$ cat config.mk
export PLATFORM = sky130hd
export DESIGN_NAME = hex_ring_walker_core
export DESIGN_NICKNAME = d
export VERILOG_FILES = /design/src/rtl/hrw_pkg.sv /design/src/rtl/hex_ring_walker_core.sv
export SDC_FILE = /design/constraint.sdc
export NUM_CORES = 1
export LEC_CHECK = 0
export BUFFER_PORTS_ARGS = -buffer_cell sky130_fd_sc_hd__buf_2
export CORE_UTILIZATION = 45
export DETAILED_ROUTE_END_ITERATION = 7
export GPL_ROUTABILITY_DRIVEN = 1
export PLACE_DENSITY = 0.66
export SLEW_MARGIN = 40
export SYNTH_ARGS = -nofsm -noshare
export SYNTH_HDL_FRONTEND = slang
export SYNTH_SLANG_ARGS = --single-unit
$ cat constraint.sdc
create_clock -name clk -period 5.35 [get_ports clk]
set_clock_uncertainty 0.1 [all_clocks]
set_input_delay 0 -clock clk [delete_from_list [all_inputs] [get_ports clk]]
set_output_delay 0 -clock clk [all_outputs]
set_load 0.03 [all_outputs]
$ cat src/rtl/hrw_pkg.sv
// ----------------------------------------------------------------------------
// hrw_pkg
// Shared types and constants for the hex ring walker: register indexes,
// ring side codes, sequencer states, fixed field widths and parameter defaults.
// ----------------------------------------------------------------------------
package hrw_pkg;

  // Fixed field widths
  localparam int CENTER_W   = 15;
  localparam int RADIUS_W   = 4;
  localparam int ORIGIN_W   = 15;
  localparam int MAPDIM_W   = 13;
  localparam int WALK_W     = 17;
  localparam int CFG_DATA_W = 32;
  localparam int CFG_ADDR_W = 4;

  // Parameter defaults
  localparam int MAX_RADIUS_DEF = 10;
  localparam int COORD_BITS_DEF = 16;

  // Register indexes (byte address / 4)
  typedef enum logic [1:0] {
    REG_ORIGIN_X   = 2'd0,
    REG_ORIGIN_Y   = 2'd1,
    REG_MAP_WIDTH  = 2'd2,
    REG_MAP_HEIGHT = 2'd3
  } reg_idx_t;

  // Ring sides in walk order
  typedef enum logic [2:0] {
    SIDE_SE = 3'd0,
    SIDE_S  = 3'd1,
    SIDE_SW = 3'd2,
    SIDE_NW = 3'd3,
    SIDE_N  = 3'd4,
    SIDE_NE = 3'd5
  } side_t;

  // Sequencer states
  typedef enum logic {
    ST_IDLE = 1'b0,
    ST_EMIT = 1'b1
  } state_t;

endpackage

$ cat src/rtl/hex_ring_walker_core.sv
// The first word of a ring is offered in the cycle after the input word is
// accepted. A ring of radius r gives 6*r words (one for r = 0) at one word
// per cycle while out_stall is low, through the shared step adders; the
// sequencer returns to idle before the next input word is taken. Reset
// (rst_n, synchronous) returns the sequencer to idle and the map registers
// to origin (0,0), width 1, height 0.
// ----------------------------------------------------------------------------
// hex_ring_walker_core
// Walks one ring of an odd-q offset hex grid around a center cell, emitting
// each cell with a flag that marks whether it lies in the map rectangle.
// ----------------------------------------------------------------------------
module hex_ring_walker_core #(
  parameter int MAX_RADIUS = hrw_pkg::MAX_RADIUS_DEF,
  parameter int COORD_BITS = hrw_pkg::COORD_BITS_DEF
) (
  input  logic                                 clk,
  input  logic                                 rst_n,
  // input channel
  input  logic                                 in_valid,
  output logic                                 in_stall,
  input  logic signed [hrw_pkg::CENTER_W-1:0]  in_center_x,
  input  logic signed [hrw_pkg::CENTER_W-1:0]  in_center_y,
  input  logic        [hrw_pkg::RADIUS_W-1:0]  in_ring_radius,
  // result channel
  output logic                                 out_valid,
  input  logic                                 out_stall,
  output logic signed [COORD_BITS-1:0]         out_pos_x,
  output logic signed [COORD_BITS-1:0]         out_pos_y,
  output logic                                 out_in_map,
  output logic                                 out_last,
  // configuration port
  input  logic                                 psel,
  input  logic                                 penable,
  input  logic                                 pwrite,
  input  logic        [hrw_pkg::CFG_ADDR_W-1:0] paddr,
  input  logic        [hrw_pkg::CFG_DATA_W-1:0] pwdata,
  output logic        [hrw_pkg::CFG_DATA_W-1:0] prdata,
  output logic                                 pready
);
  import hrw_pkg::*;

  localparam logic [RADIUS_W-1:0] RAD_CAP = RADIUS_W'(MAX_RADIUS);
  localparam int CMP_W = WALK_W + 2;

  // Configuration registers
  logic signed [ORIGIN_W-1:0] origin_x_r;
  logic signed [ORIGIN_W-1:0] origin_y_r;
  logic        [MAPDIM_W-1:0] map_width_r;
  logic        [MAPDIM_W-1:0] map_height_r;

  // Walk state
  state_t                     state_r, state_nxt;
  logic signed [WALK_W-1:0]   walk_x_r, walk_x_nxt;
  logic signed [WALK_W-1:0]   walk_y_r, walk_y_nxt;
  side_t                      side_r, side_nxt;
  logic        [RADIUS_W-1:0] step_r, step_nxt;
  logic        [RADIUS_W-1:0] radius_r, radius_nxt;

  logic                       in_acc;
  logic                       out_acc;
  logic                       cfg_wr;
  logic        [RADIUS_W-1:0] radius_cap;
  logic                       side_end;
  logic                       ring_last;
  logic signed [1:0]          dx;
  logic signed [1:0]          dy;
  logic signed [CMP_W-1:0]    rel_x;
  logic signed [CMP_W-1:0]    rel_y;
  reg_idx_t                   reg_idx;

  assign in_acc  = in_valid && !in_stall;
  assign out_acc = out_valid && !out_stall;
  assign pready  = 1'b1;
  assign cfg_wr  = psel && penable && pwrite && pready;
  assign reg_idx = reg_idx_t'(paddr[CFG_ADDR_W-1:2]);

  // Write configuration registers
  always_ff @(posedge clk) begin
    if (!rst_n) begin
      origin_x_r   <= '0;
      origin_y_r   <= '0;
      map_width_r  <= MAPDIM_W'(1);
      map_height_r <= '0;
    end else if (cfg_wr) begin
      case (reg_idx)
        REG_ORIGIN_X:   origin_x_r   <= pwdata[ORIGIN_W-1:0];
        REG_ORIGIN_Y:   origin_y_r   <= pwdata[ORIGIN_W-1:0];
        REG_MAP_WIDTH:  map_width_r  <= pwdata[MAPDIM_W-1:0];
        REG_MAP_HEIGHT: map_height_r <= pwdata[MAPDIM_W-1:0];
        default: ;
      endcase
    end
  end

  // Read back registers, origins sign-extended
  always_comb begin
    case (reg_idx)
      REG_ORIGIN_X:   prdata = CFG_DATA_W'(origin_x_r);
      REG_ORIGIN_Y:   prdata = CFG_DATA_W'(origin_y_r);
      REG_MAP_WIDTH:  prdata = {{(CFG_DATA_W-MAPDIM_W){1'b0}}, map_width_r};
      REG_MAP_HEIGHT: prdata = {{(CFG_DATA_W-MAPDIM_W){1'b0}}, map_height_r};
      default:        prdata = '0;
    endcase
  end

  // Saturate the requested radius
  assign radius_cap = (in_ring_radius > RAD_CAP) ? RAD_CAP : in_ring_radius;

  // Position within the ring
  assign side_end  = (step_r == radius_r - RADIUS_W'(1));
  assign ring_last = (radius_r == '0) || ((side_r == SIDE_NE) && side_end);

  // Step direction for the current side; parity from the absolute column
  always_comb begin
    case (side_r)
      SIDE_SE: begin dx = 2'sd1;  dy = walk_x_r[0] ? 2'sd1 : 2'sd0;  end
      SIDE_S:  begin dx = 2'sd0;  dy = 2'sd1;                          end
      SIDE_SW: begin dx = -2'sd1; dy = walk_x_r[0] ? 2'sd1 : 2'sd0;  end
      SIDE_NW: begin dx = -2'sd1; dy = walk_x_r[0] ? 2'sd0 : -2'sd1; end
      SIDE_N:  begin dx = 2'sd0;  dy = -2'sd1;                         end
      SIDE_NE: begin dx = 2'sd1;  dy = walk_x_r[0] ? 2'sd0 : -2'sd1; end
      default: begin dx = 2'sd0;  dy = 2'sd0;                          end
    endcase
  end

  // Next state
  always_comb begin
    state_nxt = state_r;
    case (state_r)
      ST_IDLE: if (in_acc) state_nxt = ST_EMIT;
      ST_EMIT: if (out_acc && ring_last) state_nxt = ST_IDLE;
      default: state_nxt = ST_IDLE;
    endcase
  end

  // Load the start cell or advance one step through the shared step adders
  always_comb begin
    walk_x_nxt = walk_x_r;
    walk_y_nxt = walk_y_r;
    side_nxt   = side_r;
    step_nxt   = step_r;
    radius_nxt = radius_r;
    case (state_r)
      ST_IDLE: begin
        if (in_acc) begin
          walk_x_nxt = WALK_W'(in_center_x);
          walk_y_nxt = WALK_W'(in_center_y) - WALK_W'(radius_cap);
          side_nxt   = SIDE_SE;
          step_nxt   = '0;
          radius_nxt = radius_cap;
        end
      end
      ST_EMIT: begin
        if (out_acc && !ring_last) begin
          walk_x_nxt = walk_x_r + WALK_W'(dx);
          walk_y_nxt = walk_y_r + WALK_W'(dy);
          if (side_end) begin
            step_nxt = '0;
            side_nxt = side_t'(side_r + 3'd1);
          end else begin
            step_nxt = step_r + RADIUS_W'(1);
          end
        end
      end
      default: ;
    endcase
  end

  // Hold sequencer and walk registers
  always_ff @(posedge clk) begin
    if (!rst_n) begin
      state_r  <= ST_IDLE;
      side_r   <= SIDE_SE;
      step_r   <= '0;
      radius_r <= '0;
      walk_x_r <= '0;
      walk_y_r <= '0;
    end else begin
      state_r  <= state_nxt;
      side_r   <= side_nxt;
      step_r   <= step_nxt;
      radius_r <= radius_nxt;
      walk_x_r <= walk_x_nxt;
      walk_y_r <= walk_y_nxt;
    end
  end

  // Map rectangle test on the current cell
  assign rel_x = CMP_W'(walk_x_r) - CMP_W'(origin_x_r);
  assign rel_y = CMP_W'(walk_y_r) - CMP_W'(origin_y_r);

  // Handshake and result words
  always_comb begin
    in_stall   = (state_r != ST_IDLE);
    out_valid  = (state_r == ST_EMIT);
    out_pos_x  = COORD_BITS'(walk_x_r);
    out_pos_y  = COORD_BITS'(walk_y_r);
    out_last   = ring_last;
    out_in_map = !rel_x[CMP_W-1] && !rel_y[CMP_W-1] &&
                 (rel_x < $signed({{(CMP_W-MAPDIM_W){1'b0}}, map_width_r})) &&
                 (rel_y < $signed({{(CMP_W-MAPDIM_W){1'b0}}, map_height_r}));
  end

endmodule

Word-level counts from Yosys, hierarchy flattened. Cells that the tools add are included.

Flip-flop bits (word level): 102. Bits in latches: 0. RAM bits: 0. Memory bits (read-only): 0. Output and inout bits: 69. Word-level logic and storage cells: 87. Memories kept: 0.

$add $sub $neg: 8. $mul: 0. Div/mod/pow operators: 0. Magnitude comparators: 3. Eq/ne operators: 12. Shift-type cells: 0. Mux-type cells: 23. Bitwise logic cells: 1. Reductions and logical operators: 30.

Operator list (count): one-hot mux 32 bit (4 select lines) (1); two-way mux 17 bit (4); one-hot mux 17 bit (2 select lines) (2); < comparator 18 x 14 -> 1 bit (2); subtractor 17 x 15 -> 18 bit (2); adder 17 x 2 -> 17 bit (2); two-way mux 4 bit (4); subtractor 15 x 5 -> 16 bit (1); AND reduction 2 bit (6); logical AND 1 bit (10); two-way mux 3 bit (3); one-hot mux 2 bit (4 select lines) (1); one-hot mux 4 bit (2 select lines) (1); OR reduction 2 bit (4); equality test 3 x 2 -> 1 bit (second input constant) (2); equality test 3 bit (second input constant) (2); one-hot mux 3 bit (2 select lines) (1); zero test 1 bit (5); adder 4 x 1 -> 4 bit (second input constant) (1); equality test 2 bit (second input constant) (2); equality test 4 bit (1); > comparator 4 bit (second input constant) (1); zero test 4 bit (1); inequality test 2 x 1 -> 1 bit (second input constant) (2); 14 further kinds (16).

Logic depth before layout (Yosys ltp). Gate-level depths: netlist (run 1).

Depth after elaboration: 8. Mapped depth: 18.

Worst setup path before layout (run 1). Ideal clock, no wire load.

Path type: flip-flop to output port. Start: register walk_x_r[0]. End: output out_in_map. Arrival time: 4103 ps. Required time: 5250 ps. Slack: 1147 ps. Stages on the path, launching flop included: 19. Path through: dfxtp_1 > inv_1 > ha_1 > fa_1 > nor2b_1 > o31ai_2 > a221oi_1 > o21a_1 > nor2_1 > xnor2_1 > ha_1 > a211o_1 > a211o_1 > a211oi_2 > nand4_1 > a21oi_1 > o211ai_1 > or4_4 > a211oi_2.

Longest elaborated chain between the ends: 5. Elaborated cells on any way between the ends: 6. Those cells by class: 1 x add/sub; 1 x order compare; 4 x reduce/logical.

Ends and longest elaborated chain: start, declared (line hex_ring_walker_core.sv:53) `logic signed [WALK_W-1:0] walk_x_r, walk_x_nxt;`; start signal, assigned (line hex_ring_walker_core.sv:183) `walk_x_r <= walk_x_nxt;`; subtractor 17 x 15 -> 18 bit (*) (line hex_ring_walker_core.sv:189) `assign rel_x = CMP_W'(walk_x_r) - CMP_W'(origin_x_r);`; branches (longest 2 deep; another with < comparator 18 x 14 -> 1 bit); logical AND 1 bit (*) (line hex_ring_walker_core.sv:199) `out_in_map = !rel_x[CMP_W-1] && !rel_y[CMP_W-1] &&`; logical AND 1 bit (*) (line hex_ring_walker_core.sv:200) `(rel_x < $signed({{(CMP_W-MAPDIM_W){1'b0}}, map_width_r})) &&`; end, declared (line hex_ring_walker_core.sv:29) `output logic out_in_map,`.

Mark *: on every way between the ends.

Worst setup path in the final report (run 1). Same ends and word-level chain as after synthesis.

==> results by group, run 1 <==
Timing
  – Fin crit share: 0.9263
  – Worst Max-Slew Pin Slew: 0.7923 ns
  – Max-Slew Margin vs Limit: 0.4582
  – Final-report hold violation count: 0
  – TNS Setup: 0 ns
  – Slew Limit Fails: 0
  – Number of setup violations in the final report: 0
  – RSZ-0062 raised after global routing: false
  – Min Clock Period, post-route: 4.956 ns
  – Fmax: 201.8 MHz
  – Hold slack: 0.002914 ns

Synth
  – Post-synthesis simple-gate area fraction: 0.1992
  – Distinct cell type count after synthesis: 79
  – Post-Synth XOR/XNOR Area: 0.05589
  – Synth Area in Adders: 0.1514
  – Mean post-synth cell area: 7.709 µm²
  – Syn Inst Count: 1,179
  – Synth async-reset ratio: 0
  – Main combinational cell family by area after synthesis: compound AO/OA/AOI/OAI gates
  – Mapped Area: 9089 µm²
  – Post-synth EDFFs: 0
  – Post-synthesis compound-gate area fraction: 0.2226
  – Top cell type's share of synthesized area: 0.2247
  – Sequential element share of the synthesized area: 0.2247
  – Syn Nets: 1,363
  – Mux cell area share after synthesis: 0.05259
  – Ys flop type: dfxtp_1
  – Top post-synthesis cells by area: dfxtp_1 22%, ha_1 14%, a21oi_1 7.3%
  – Yosys reg bits: 102
  – Yosys warns: 0
  – Leading area contributor after synthesis: dfxtp_1

Pwr
  – P_leak: 4.381 nW
  – Design Power: 2.448 mW
  – PwrDens: 237.7 nW/µm²
  – Worst VDD drop: 0.1830 mV

Die
  – Initial Util: 0.4624
  – Row count: 51
  – Chip height: 144.1 µm
  – Die footprint: 20,770 µm²
  – Die X: 144.1 µm
  – Io pins: 146
  – Core ar.: 19,650 µm²

Clock network
  – TritonCTS Buffers: 9
  – H-tree depth: 3
  – Clk slew on worst S/H paths: 0.07 ns
  – Clock Latency Late Sink: 0.36 ns
  – CTS tree: built
  – Post-cts sizing count: 0
  – Clock tree buffer depth: 2
  – Clock Root Buffer: clkbuf_16
  – Total clock sinks: 102

Finish
  – Share of layout cells above drive strength 1: 0.1468
  – Most frequent cells in the layout: 175 x nand2_1, 133 x a21oi_1, 125 x buf_2
  – Util after Layout: 0.5239
  – Antenna diodes: 0
  – Commonest non-fill, non-tap cell in the layout: nand2_1
  – Register area: 2043 µm²
  – Fin area: 10,300 µm²
  – Multi-input logic area: 6210 µm²
  – Area growth syn-to-layout: 13.30%
  – Number of filler cells placed in the layout: 2,017
  – Fin nets: 1,460

Setup path
  – R2r setup slk: 1.63 ns
  – CP max FO: 7
  – Data required, critical path: 5.25 ns
  – Crit path DAT: 4.86 ns
  – Crit path kind: flop to primary output
  – CP Capture Type: primary output
  – Worst setup SP type: flop

Global route
  – Largest net degree at the start of global routing: 57
  – Initial antenna violation count: 0
  – Global-route wire length before repair: 40.99 mm
  – Vias in the first global route: 8,025
  – Tot GR Track Use: 0.2566
  – Congestion Overflow GR: 0

Placement
  – Hpwl dp: 19.67 mm
  – GPL Wtd Cong: 0.8991
  – Port bufs: 125
  – Post-DP Area: 9562 µm²

Job
  – MaxCap Viol Count: 0

Status
  – Status: complete, no violations

Drt
  – Via count: 8,625
  – Post-DRT Antenna Nets: 0
  – Post-Route WL: 26.20 mm
  – DR WL/cell: 16.94 µm
  – DRC: 0
  – 1st-pass router iterations: 6
  – Vias per inst: 5.579
  – Initial DRC count: 569

Min path
  – HP Class: primary input to flop
flip-flops by register name, summed over array words and instances, names as in the netlist:
register and count:
radius_r 4, side_r 3, walk_x_r 17, map_height_r 13, in_stall 1, step_r 4
origin_x_r 15, walk_y_r 17, origin_y_r 15, map_width_r 13
power by group:
part	switching, mW	internal, mW
combinational	0.554	0.411
sequential	0.0498	0.793
clock	0.319	0.322
total	0.923	1.53
cells in the mapped netlist, types with 13 or more instances:
library cell,n
a21oi_1,133
nor3_1,30
nand2_1,176
mux4_2,13
a21o_1,18
dfxtp_1,102
ha_1,102
clkbuf_1,29
o211ai_1,14
xnor2_1,30
nand3_1,25
o21a_1,17
mux2i_1,14
buf_4,52
inv_1,79
nor2_1,74
a211oi_1,20
xor2_1,28
o21ai_0,40
nor2b_1,13
per-layer routing:
| layer | share of wire | track usage | vias to the layer above |
|---|---|---|---|
| met5 | 0 | 0 | - |
| met4 | 0.019 | 0.06887 | 0 |
| met3 | 0.053 | 0.04139 | 32 |
| met2 | 0.46 | 0.4330 | 238 |
| met1 | 0.46 | 0.3371 | 4033 |
| li1 | - | - | 4322 |
final timing paths:
path                            depth (start not counted)                    endpoint                        from
worst max register to register                         15   walk_y_r[16]$_SDFFE_PN0P_      side_r[1]$_SDFFE_PN0P_
worst min-delay path                                    5    walk_y_r[8]$_SDFFE_PN0P_              in_center_y[8]
worst max-delay path                                   19                  out_in_map    walk_x_r[0]$_SDFFE_PN0P_
worst min register to register                          2  origin_x_r[5]$_SDFFE_PN0P_  origin_x_r[5]$_SDFFE_PN0P_
through the flow:
stage / worst slack (ns) / std cells
floorplan: 1.147 / 1179
global placement: 0.8494 / 1484
detailed placement: 0.7871 / 1484
CTS: 0.3831 / 1546
global route: 0.1583 / 1546
finish: 0.3943 / 1546
worst max-delay path, cell delays in order (launching register included):
cell	delay, ns
dfxtp_1	0.45
inv_1	0.10
ha_1	0.26
fa_1	0.41
nor2b_1	0.24
o31ai_2	0.12
a221oi_1	0.36
o21a_1	0.17
nor2_1	0.05
xnor2_1	0.13
ha_1	0.19
a211o_1	0.27
a211o_1	0.24
a211oi_2	0.19
nand4_1	0.10
a21oi_1	0.13
o211ai_1	0.13
or4_4	0.53
a211oi_2	0.18
buf_2	0.23
timing repair:
action	4_1_cts	5_1_grt
hold buffers	46	0
buffers inserted	0	0
endpoints found under the setup margin	0	0
endpoints found under the hold margin	87	0
area by class of cell:
type | instances | share of cell area
clock buffer | 11 | 0.02260
clock inverter | 5 | 0.004131
inverter | 81 | 0.02977
multi-input combinational | 905 | 0.6030
sequential | 102 | 0.1984
tap | 265 | 0.03220
timing repair buffer | 177 | 0.1098
kinds of logic after synthesis:
kind of cell,Yosys count
other,1
adder cells (fa/ha/maj),107
multiplexers,31
AND/OR/NAND/NOR,390
buffers and inverters,172
XOR/XNOR,58
AO/OA/AOI/OAI,318
flip-flops,102
Power figures use the tool's default switching activity.
==> inputs of run 2 (changes only) <==
--- a/config.mk
+++ b/config.mk
@@ -5,11 +5,10 @@
 export SDC_FILE = /design/constraint.sdc
 export NUM_CORES = 1
 export LEC_CHECK = 0
-export BUFFER_PORTS_ARGS = -buffer_cell sky130_fd_sc_hd__buf_2
 export CORE_UTILIZATION = 45
 export DETAILED_ROUTE_END_ITERATION = 7
+export DONT_BUFFER_PORTS = 1
 export GPL_ROUTABILITY_DRIVEN = 1
-export PLACE_DENSITY = 0.66
 export SLEW_MARGIN = 40
 export SYNTH_ARGS = -nofsm -noshare
 export SYNTH_HDL_FRONTEND = slang
==> run 2 against run 1 <==
Effect of this change:
- the flow now finishes with violations (negative hold slack)
- critical path type unchanged
- core utilization down 1.9 points
- clock power up 3%
- worst setup slack better by 0.014 ns
- count of clock-buffer cells in the layout grew 1
- non-clock buffer count is 103 lower
- via count fell by 5.8%
- final cell count shrank 6.5%
==> results by group, run 2 (synthesis results as in run 1) <==
Status
  – Status: complete, but fails checks
  – Violated checks: negative hold slack

Setup path
  – Crit path DAT: 4.84 ns
  – Data required, critical path: 5.25 ns
  – CP Capture Type: primary output
  – Reg2reg path depth: 14
  – Delay-heaviest family, CP: compound AO/OA/AOI/OAI gates
  – Worst path max stage delay: 0.53 ns
  – R2r setup slk: 1.52 ns
  – CP max FO: 4
  – Slowest stage cell, crit path: or4_4
  – Worst setup SP type: flop
  – R2R Path Start: side_r[0]$_SDFFE_PN0P_
  – Crit path kind: flop to primary output
  – Worst-path cell chain: inv_1 > ha_1 > fa_1 > nor2b_1 > o31a_1 > o21ba_1 > nor2_1 > a21o_1 > xnor2_1 > ha_1 > a211o_1 > a211o_1 > a211oi_2 > nand4_1 > a21oi_1 > o211ai_1 > or4_4 > a211oi_2 > buf_4
  – Worst Path Buf+Inv: 2
  – R2R Path End: walk_x_r[16]$_SDFFE_PN0P_

Drt
  – 1st-pass router iterations: 6
  – Vias per inst: 5.617
  – DR WL/cell: 18.13 µm
  – DRC: 0
  – Initial DRC count: 552
  – Via count: 8,122
  – Post-Route WL: 26.22 mm
  – Post-DRT Antenna Nets: 0

Die
  – Die footprint: 20,770 µm²
  – Io pins: 146
  – Chip height: 144.1 µm
  – Die X: 144.1 µm
  – Initial Util: 0.4624
  – Core ar.: 19,650 µm²
  – Row count: 51

Min path
  – HP Class: primary input to flop
  – Hold EP: walk_y_r[12]$_SDFFE_PN0P_
  – HP Start: in_center_y[11]
  – Cell count of the worst hold path: 4

Timing
  – Number of setup violations in the final report: 0
  – Slew Limit Fails: 0
  – Fin crit share: 0.9238
  – Fmax: 202.3 MHz
  – Hold slack: -0.002260 ns
  – Final-report hold violation count: 1
  – TNS Setup: 0 ns
  – RSZ-0062 raised after global routing: false
  – Max-Slew Margin vs Limit: 0.4369
  – Worst Max-Slew Pin Slew: 0.8516 ns
  – Min Clock Period, post-route: 4.942 ns

Clock network
  – Clock Root Buffer: clkbuf_16
  – Post-CTS setup buffer count: 0
  – Clock tree buffer depth: 2
  – H-tree depth: 3
  – Clock Latency Late Sink: 0.36 ns
  – CTS tree: built
  – Total clock sinks: 102
  – Clk slew on worst S/H paths: 0.07 ns
  – TritonCTS Buffers: 9

Global route
  – Initial antenna violation count: 3
  – Tot GR Track Use: 0.2606
  – Vias in the first global route: 7,658
  – Global-route wire length before repair: 41.43 mm
  – Congestion Overflow GR: 0
  – Largest net degree at the start of global routing: 93

Finish
  – Commonest non-fill, non-tap cell in the layout: nand2_1
  – Largest regs: walk_x_r (17), walk_y_r (17)
  – Share of layout cells above drive strength 1: 0.06537
  – Number of filler cells placed in the layout: 1,986
  – Multi-input logic area: 6216 µm²
  – Area growth syn-to-layout: 9.086%
  – Fin nets: 1,357
  – Register area: 2046 µm²
  – Most frequent cells in the layout: 176 x nand2_1, 133 x a21oi_1, 102 x ha_1

Pwr
  – P_leak: 3.911 nW
  – Design Power: 2.435 mW
  – PwrDens: 245.6 nW/µm²
  – Worst VDD drop: 0.1812 mV

Job
  – MaxCap Viol Count: 0

Placement
  – GPL Wtd Cong: 0.8831
  – Hpwl dp: 19.47 mm
  – Port bufs: 0
[run 2: changes by cell type in the layout (fill, tap and decap cells not counted), sizes merged, moves of 2 or more]
| cell | delta |
|---|---|
| dlygate4sd3 | +11 |
| clkinvlp | +2 |
| inv | -2 |
| diode | +3 |
| buf | -114 |
[run 2: worst max-delay path by stage]
stage / cells past startpoint / end / slack (ns) / start
after floorplan: 18 / out_in_map / 1.15 / walk_x_r[0]$_SDFFE_PN0P_
after global placement: 19 / out_in_map / 0.75 / walk_y_r[0]$_SDFFE_PN0P_
after detailed placement: 19 / out_in_map / 0.70 / walk_y_r[0]$_SDFFE_PN0P_
after CTS: 19 / out_in_map / 0.25 / walk_y_r[0]$_SDFFE_PN0P_
after global routing: 19 / out_in_map / 0.08 / walk_y_r[0]$_SDFFE_PN0P_
final: 19 / out_in_map / 0.41 / walk_y_r[0]$_SDFFE_PN0P_
[run 2: final cells by class]
| cell class | instances | share of cell area |
|---|---|---|
| antenna | 3 | 0.0007572 |
| timing repair buffer | 74 | 0.07282 |
| clock inverter | 4 | 0.003155 |
| inverter | 81 | 0.03067 |
| tap | 265 | 0.03344 |
| multi-input combinational | 905 | 0.6270 |
| clock buffer | 12 | 0.02587 |
| sequential | 102 | 0.2063 |
[run 2: where the power goes]
part	switching, mW	internal [mW]	total [mW]
clock network	0.316	0.343	0.659
registers	0.0831	0.793	0.876
logic	0.506	0.394	0.900
[run 2: routing by layer]
metal,track usage,share of wire
met1,0.3432,0.46
met2,0.4294,0.46
met3,0.05497,0.059
met5,0,0
met4,0.06831,0.015
[run 2: worst register-to-register path, stage by stage, from the launching register on]
cell,delay (ns)
dfxtp_1,0.34
ha_1,0.24
ha_1,0.18
a21oi_1,0.11
buf_4,0.21
inv_1,0.32
ha_1,0.46
and2_1,0.19
or2_0,0.22
or4_1,0.42
o21ai_2,0.19
o21ai_2,0.14
and4_1,0.22
o31ai_1,0.24
a311oi_1,0.12
[run 2: timing repair]
action | in CTS | in global routing
endpoints found under the hold margin | 92 | 0
hold buffers | 57 | 0
resized for setup | 0 | 2
endpoints found under the setup margin | 0 | 1
[run 2: stage by stage]
step	instances	cell area [µm²]	hold WS, ns	utilization	setup slack [ns]
CTS	1443	9903	0.0004934	0.5039	0.2549
floorplan	1179	9089	0.02397	-	1.147
global route	1445	9912	0.03181	0.5043	0.08058
detailed placement	1370	9045	-0.01683	0.4602	0.6959
finish	1446	9915	-0.002260	0.5045	0.4079
global placement	1370	9034	-0.01902	0.4596	0.7507
==> inputs of run 3 (changes only) <==
--- a/config.mk
+++ b/config.mk
@@ -5,6 +5,7 @@
 export SDC_FILE = /design/constraint.sdc
 export NUM_CORES = 1
 export LEC_CHECK = 0
+export ABC_CLOCK_PERIOD_IN_PS = 5350
 export CORE_UTILIZATION = 45
 export DETAILED_ROUTE_END_ITERATION = 7
 export DONT_BUFFER_PORTS = 1
==> constraint.sdc (replaced) <==
create_clock -name clk -period 5.35 [get_ports clk]
set_clock_uncertainty 0.1 [all_clocks]
set_input_delay 1.07 -clock clk [delete_from_list [all_inputs] [get_ports clk]]
set_output_delay 1.07 -clock clk [all_outputs]
set_load 0.03 [all_outputs]
==> run 3 against run 2 <==
Effect of this change:
- the run ends with negative setup slack left
- via count down 1.1%
- die area unchanged
- fmax down 9.8%
- highest routed layer unchanged
==> results by group, run 3 (synthesis results as in run 1) <==
Pwr
  – Logic gate share of total power: 0.387
  – Worst VDD drop: 0.1733 mV
  – Clk network pwr share: 0.269
  – P_leak: 3.859 nW
  – Switching Share: 0.3753
  – Flop pwr share: 0.344
  – Internal power: 1.531 mW
  – Switch Pwr: 919.9 µW
  – PwrDens: 253.6 nW/µm²

Global route
  – Global-route wire length before repair: 39.74 mm
  – Congestion Overflow GR: 0
  – Largest net degree at the start of global routing: 55
  – Initial antenna violation count: 0
  – Tot GR Track Use: 0.2522
  – Vias in the first global route: 7,193

Finish
  – Fin area: 9666 µm²
  – Antenna diodes: 0
  – Share of layout cells above drive strength 1: 0.1101
  – Multi-input logic area: 6300 µm²
  – Number of filler cells placed in the layout: 2,024
  – Commonest non-fill, non-tap cell in the layout: nand2_1
  – Largest regs: walk_x_r (17), walk_y_r (17)
  – Area growth syn-to-layout: 6.346%
  – Fin nets: 1,333
  – Most frequent cells in the layout: 176 x nand2_1, 132 x a21oi_1, 98 x ha_1
  – Register area: 2048 µm²

Placement
  – Post-DP Area: 9249 µm²
  – Port bufs: 0
  – GPL Wtd Cong: 0.9130
  – Setup WS pre-CTS: -0.1248 ns
  – Hpwl dp: 19.84 mm

Clock network
  – CTS tree: built
  – Clk slew on worst S/H paths: 0.08 ns
  – H-tree depth: 3
  – TritonCTS Buffers: 9
  – Clock Root Buffer: clkbuf_16
  – Clock tree buffer depth: 2
  – Clock Latency Late Sink: 0.36 ns
  – Total clock sinks: 102

Timing
  – RSZ-0062 raised after global routing: true
  – Max-Slew Margin vs Limit: 0.4608
  – Setup ws final: -0.1299 ns
  – Fmax: 182.5 MHz
  – Final-report hold violation count: 0
  – TNS Setup: -0.1299 ns
  – Slew Limit Fails: 0
  – Worst Max-Slew Pin Slew: 0.8155 ns
  – Number of setup violations in the final report: 1
  – Fin crit share: 1.024
  – Min Clock Period, post-route: 5.480 ns

Setup path
  – Data required, critical path: 4.18 ns
  – CP max FO: 2
  – Crit path DAT: 4.31 ns
  – Worst setup SP type: flop
  – Crit path kind: flop to primary output
  – R2r setup slk: 1.54 ns
  – CP Capture Type: primary output

Die
  – Core ar.: 19,650 µm²
  – Row count: 51
  – Die X: 144.1 µm
  – Io pins: 146
  – Initial Util: 0.4624
  – Chip height: 144.1 µm
  – Die footprint: 20,770 µm²

Drt
  – Post-Route WL: 25.73 mm
  – DR WL/cell: 18.13 µm
  – DRC: 0
  – Post-DRT Antenna Nets: 0
  – 1st-pass router iterations: 5
  – Via count: 8,030
  – Vias per inst: 5.659
  – Initial DRC count: 572

Min path
  – HP Class: flop to flop

Status
  – Status: complete, but fails checks
  – Violated checks: negative setup slack

Job
  – MaxCap Viol Count: 0
==> run 3: area by class of cell <==
| class | count | share of cell area |
|---|---|---|
| sequential | 102 | 0.2119 |
| tap | 265 | 0.03430 |
| timing repair buffer | 50 | 0.04091 |
| inverter | 81 | 0.03172 |
| multi-input combinational | 905 | 0.6518 |
| clock buffer | 10 | 0.02369 |
| clock inverter | 6 | 0.005696 |
==> run 3: worst paths after layout <==
path	startpoint	endpoint	depth (start not counted)
worst max-delay path	walk_y_r[0]$_SDFFE_PN0P_	out_in_map	19
worst min-delay path	map_height_r[5]$_SDFFE_PN0P_	map_height_r[5]$_SDFFE_PN0P_	2
worst max register to register	side_r[0]$_SDFFE_PN0P_	walk_x_r[16]$_SDFFE_PN0P_	14
worst min register to register	map_height_r[5]$_SDFFE_PN0P_	map_height_r[5]$_SDFFE_PN0P_	2
==> run 3: layer usage <==
layer | vias to the layer above | GRT usage | part of all wire
met5 | - | 0 | 0
met4 | 0 | 0.06383 | 0.015
met3 | 20 | 0.06225 | 0.064
met2 | 199 | 0.4144 | 0.47
met1 | 3744 | 0.3283 | 0.45
li1 | 4067 | - | -
==> run 3: through the flow <==
stage / utilization / hold WS [ns] / total power, mW / instances
2_1_floorplan: - / 0.3461 / 1.588 / 1179
3_3_place_gp: 0.4703 / 0.3562 / 1.767 / 1398
3_5_place_dp: 0.4706 / 0.3619 / 1.772 / 1398
4_1_cts: 0.4903 / 0.3725 / 2.460 / 1417
5_1_grt: 0.4918 / 0.3890 / 2.604 / 1419
6_report: 0.4918 / 0.3709 / 2.451 / 1419
==> run 3: repair_timing <==
action / 4_1_cts / 5_1_grt
endpoints found under the setup margin: 1 / 1
hold buffers: 0 / 0
gates resized for setup: 22 / 2
pin swaps: 8 / 7
setup buffers: 3 / 2
==> run 3: power groups by stage <==
stage | logic [mW] | registers (mW) | clock network [mW]
floorplan | 0.749 | 0.839 | 0
global placement | 0.906 | 0.861 | 0
detailed placement | 0.910 | 0.862 | 0
CTS | 0.940 | 0.845 | 0.675
finish | 0.949 | 0.843 | 0.659
global route | 1.06 | 0.848 | 0.700
==> run 3: critical path, cell delays in order, from the launching register on <==
cell,delay (ns)
dfxtp_2,0.34
inv_2,0.05
ha_4,0.15
fa_2,0.35
nor2b_2,0.16
o31a_1,0.22
o21ba_4,0.16
nor2_2,0.05
a21o_1,0.19
xnor2_2,0.14
ha_1,0.29
a211o_1,0.30
a211o_1,0.23
a211oi_2,0.13
nand4_1,0.12
a21oi_1,0.13
o211ai_1,0.15
or4_4,0.44
a211oi_2,0.17
buf_4,0.19
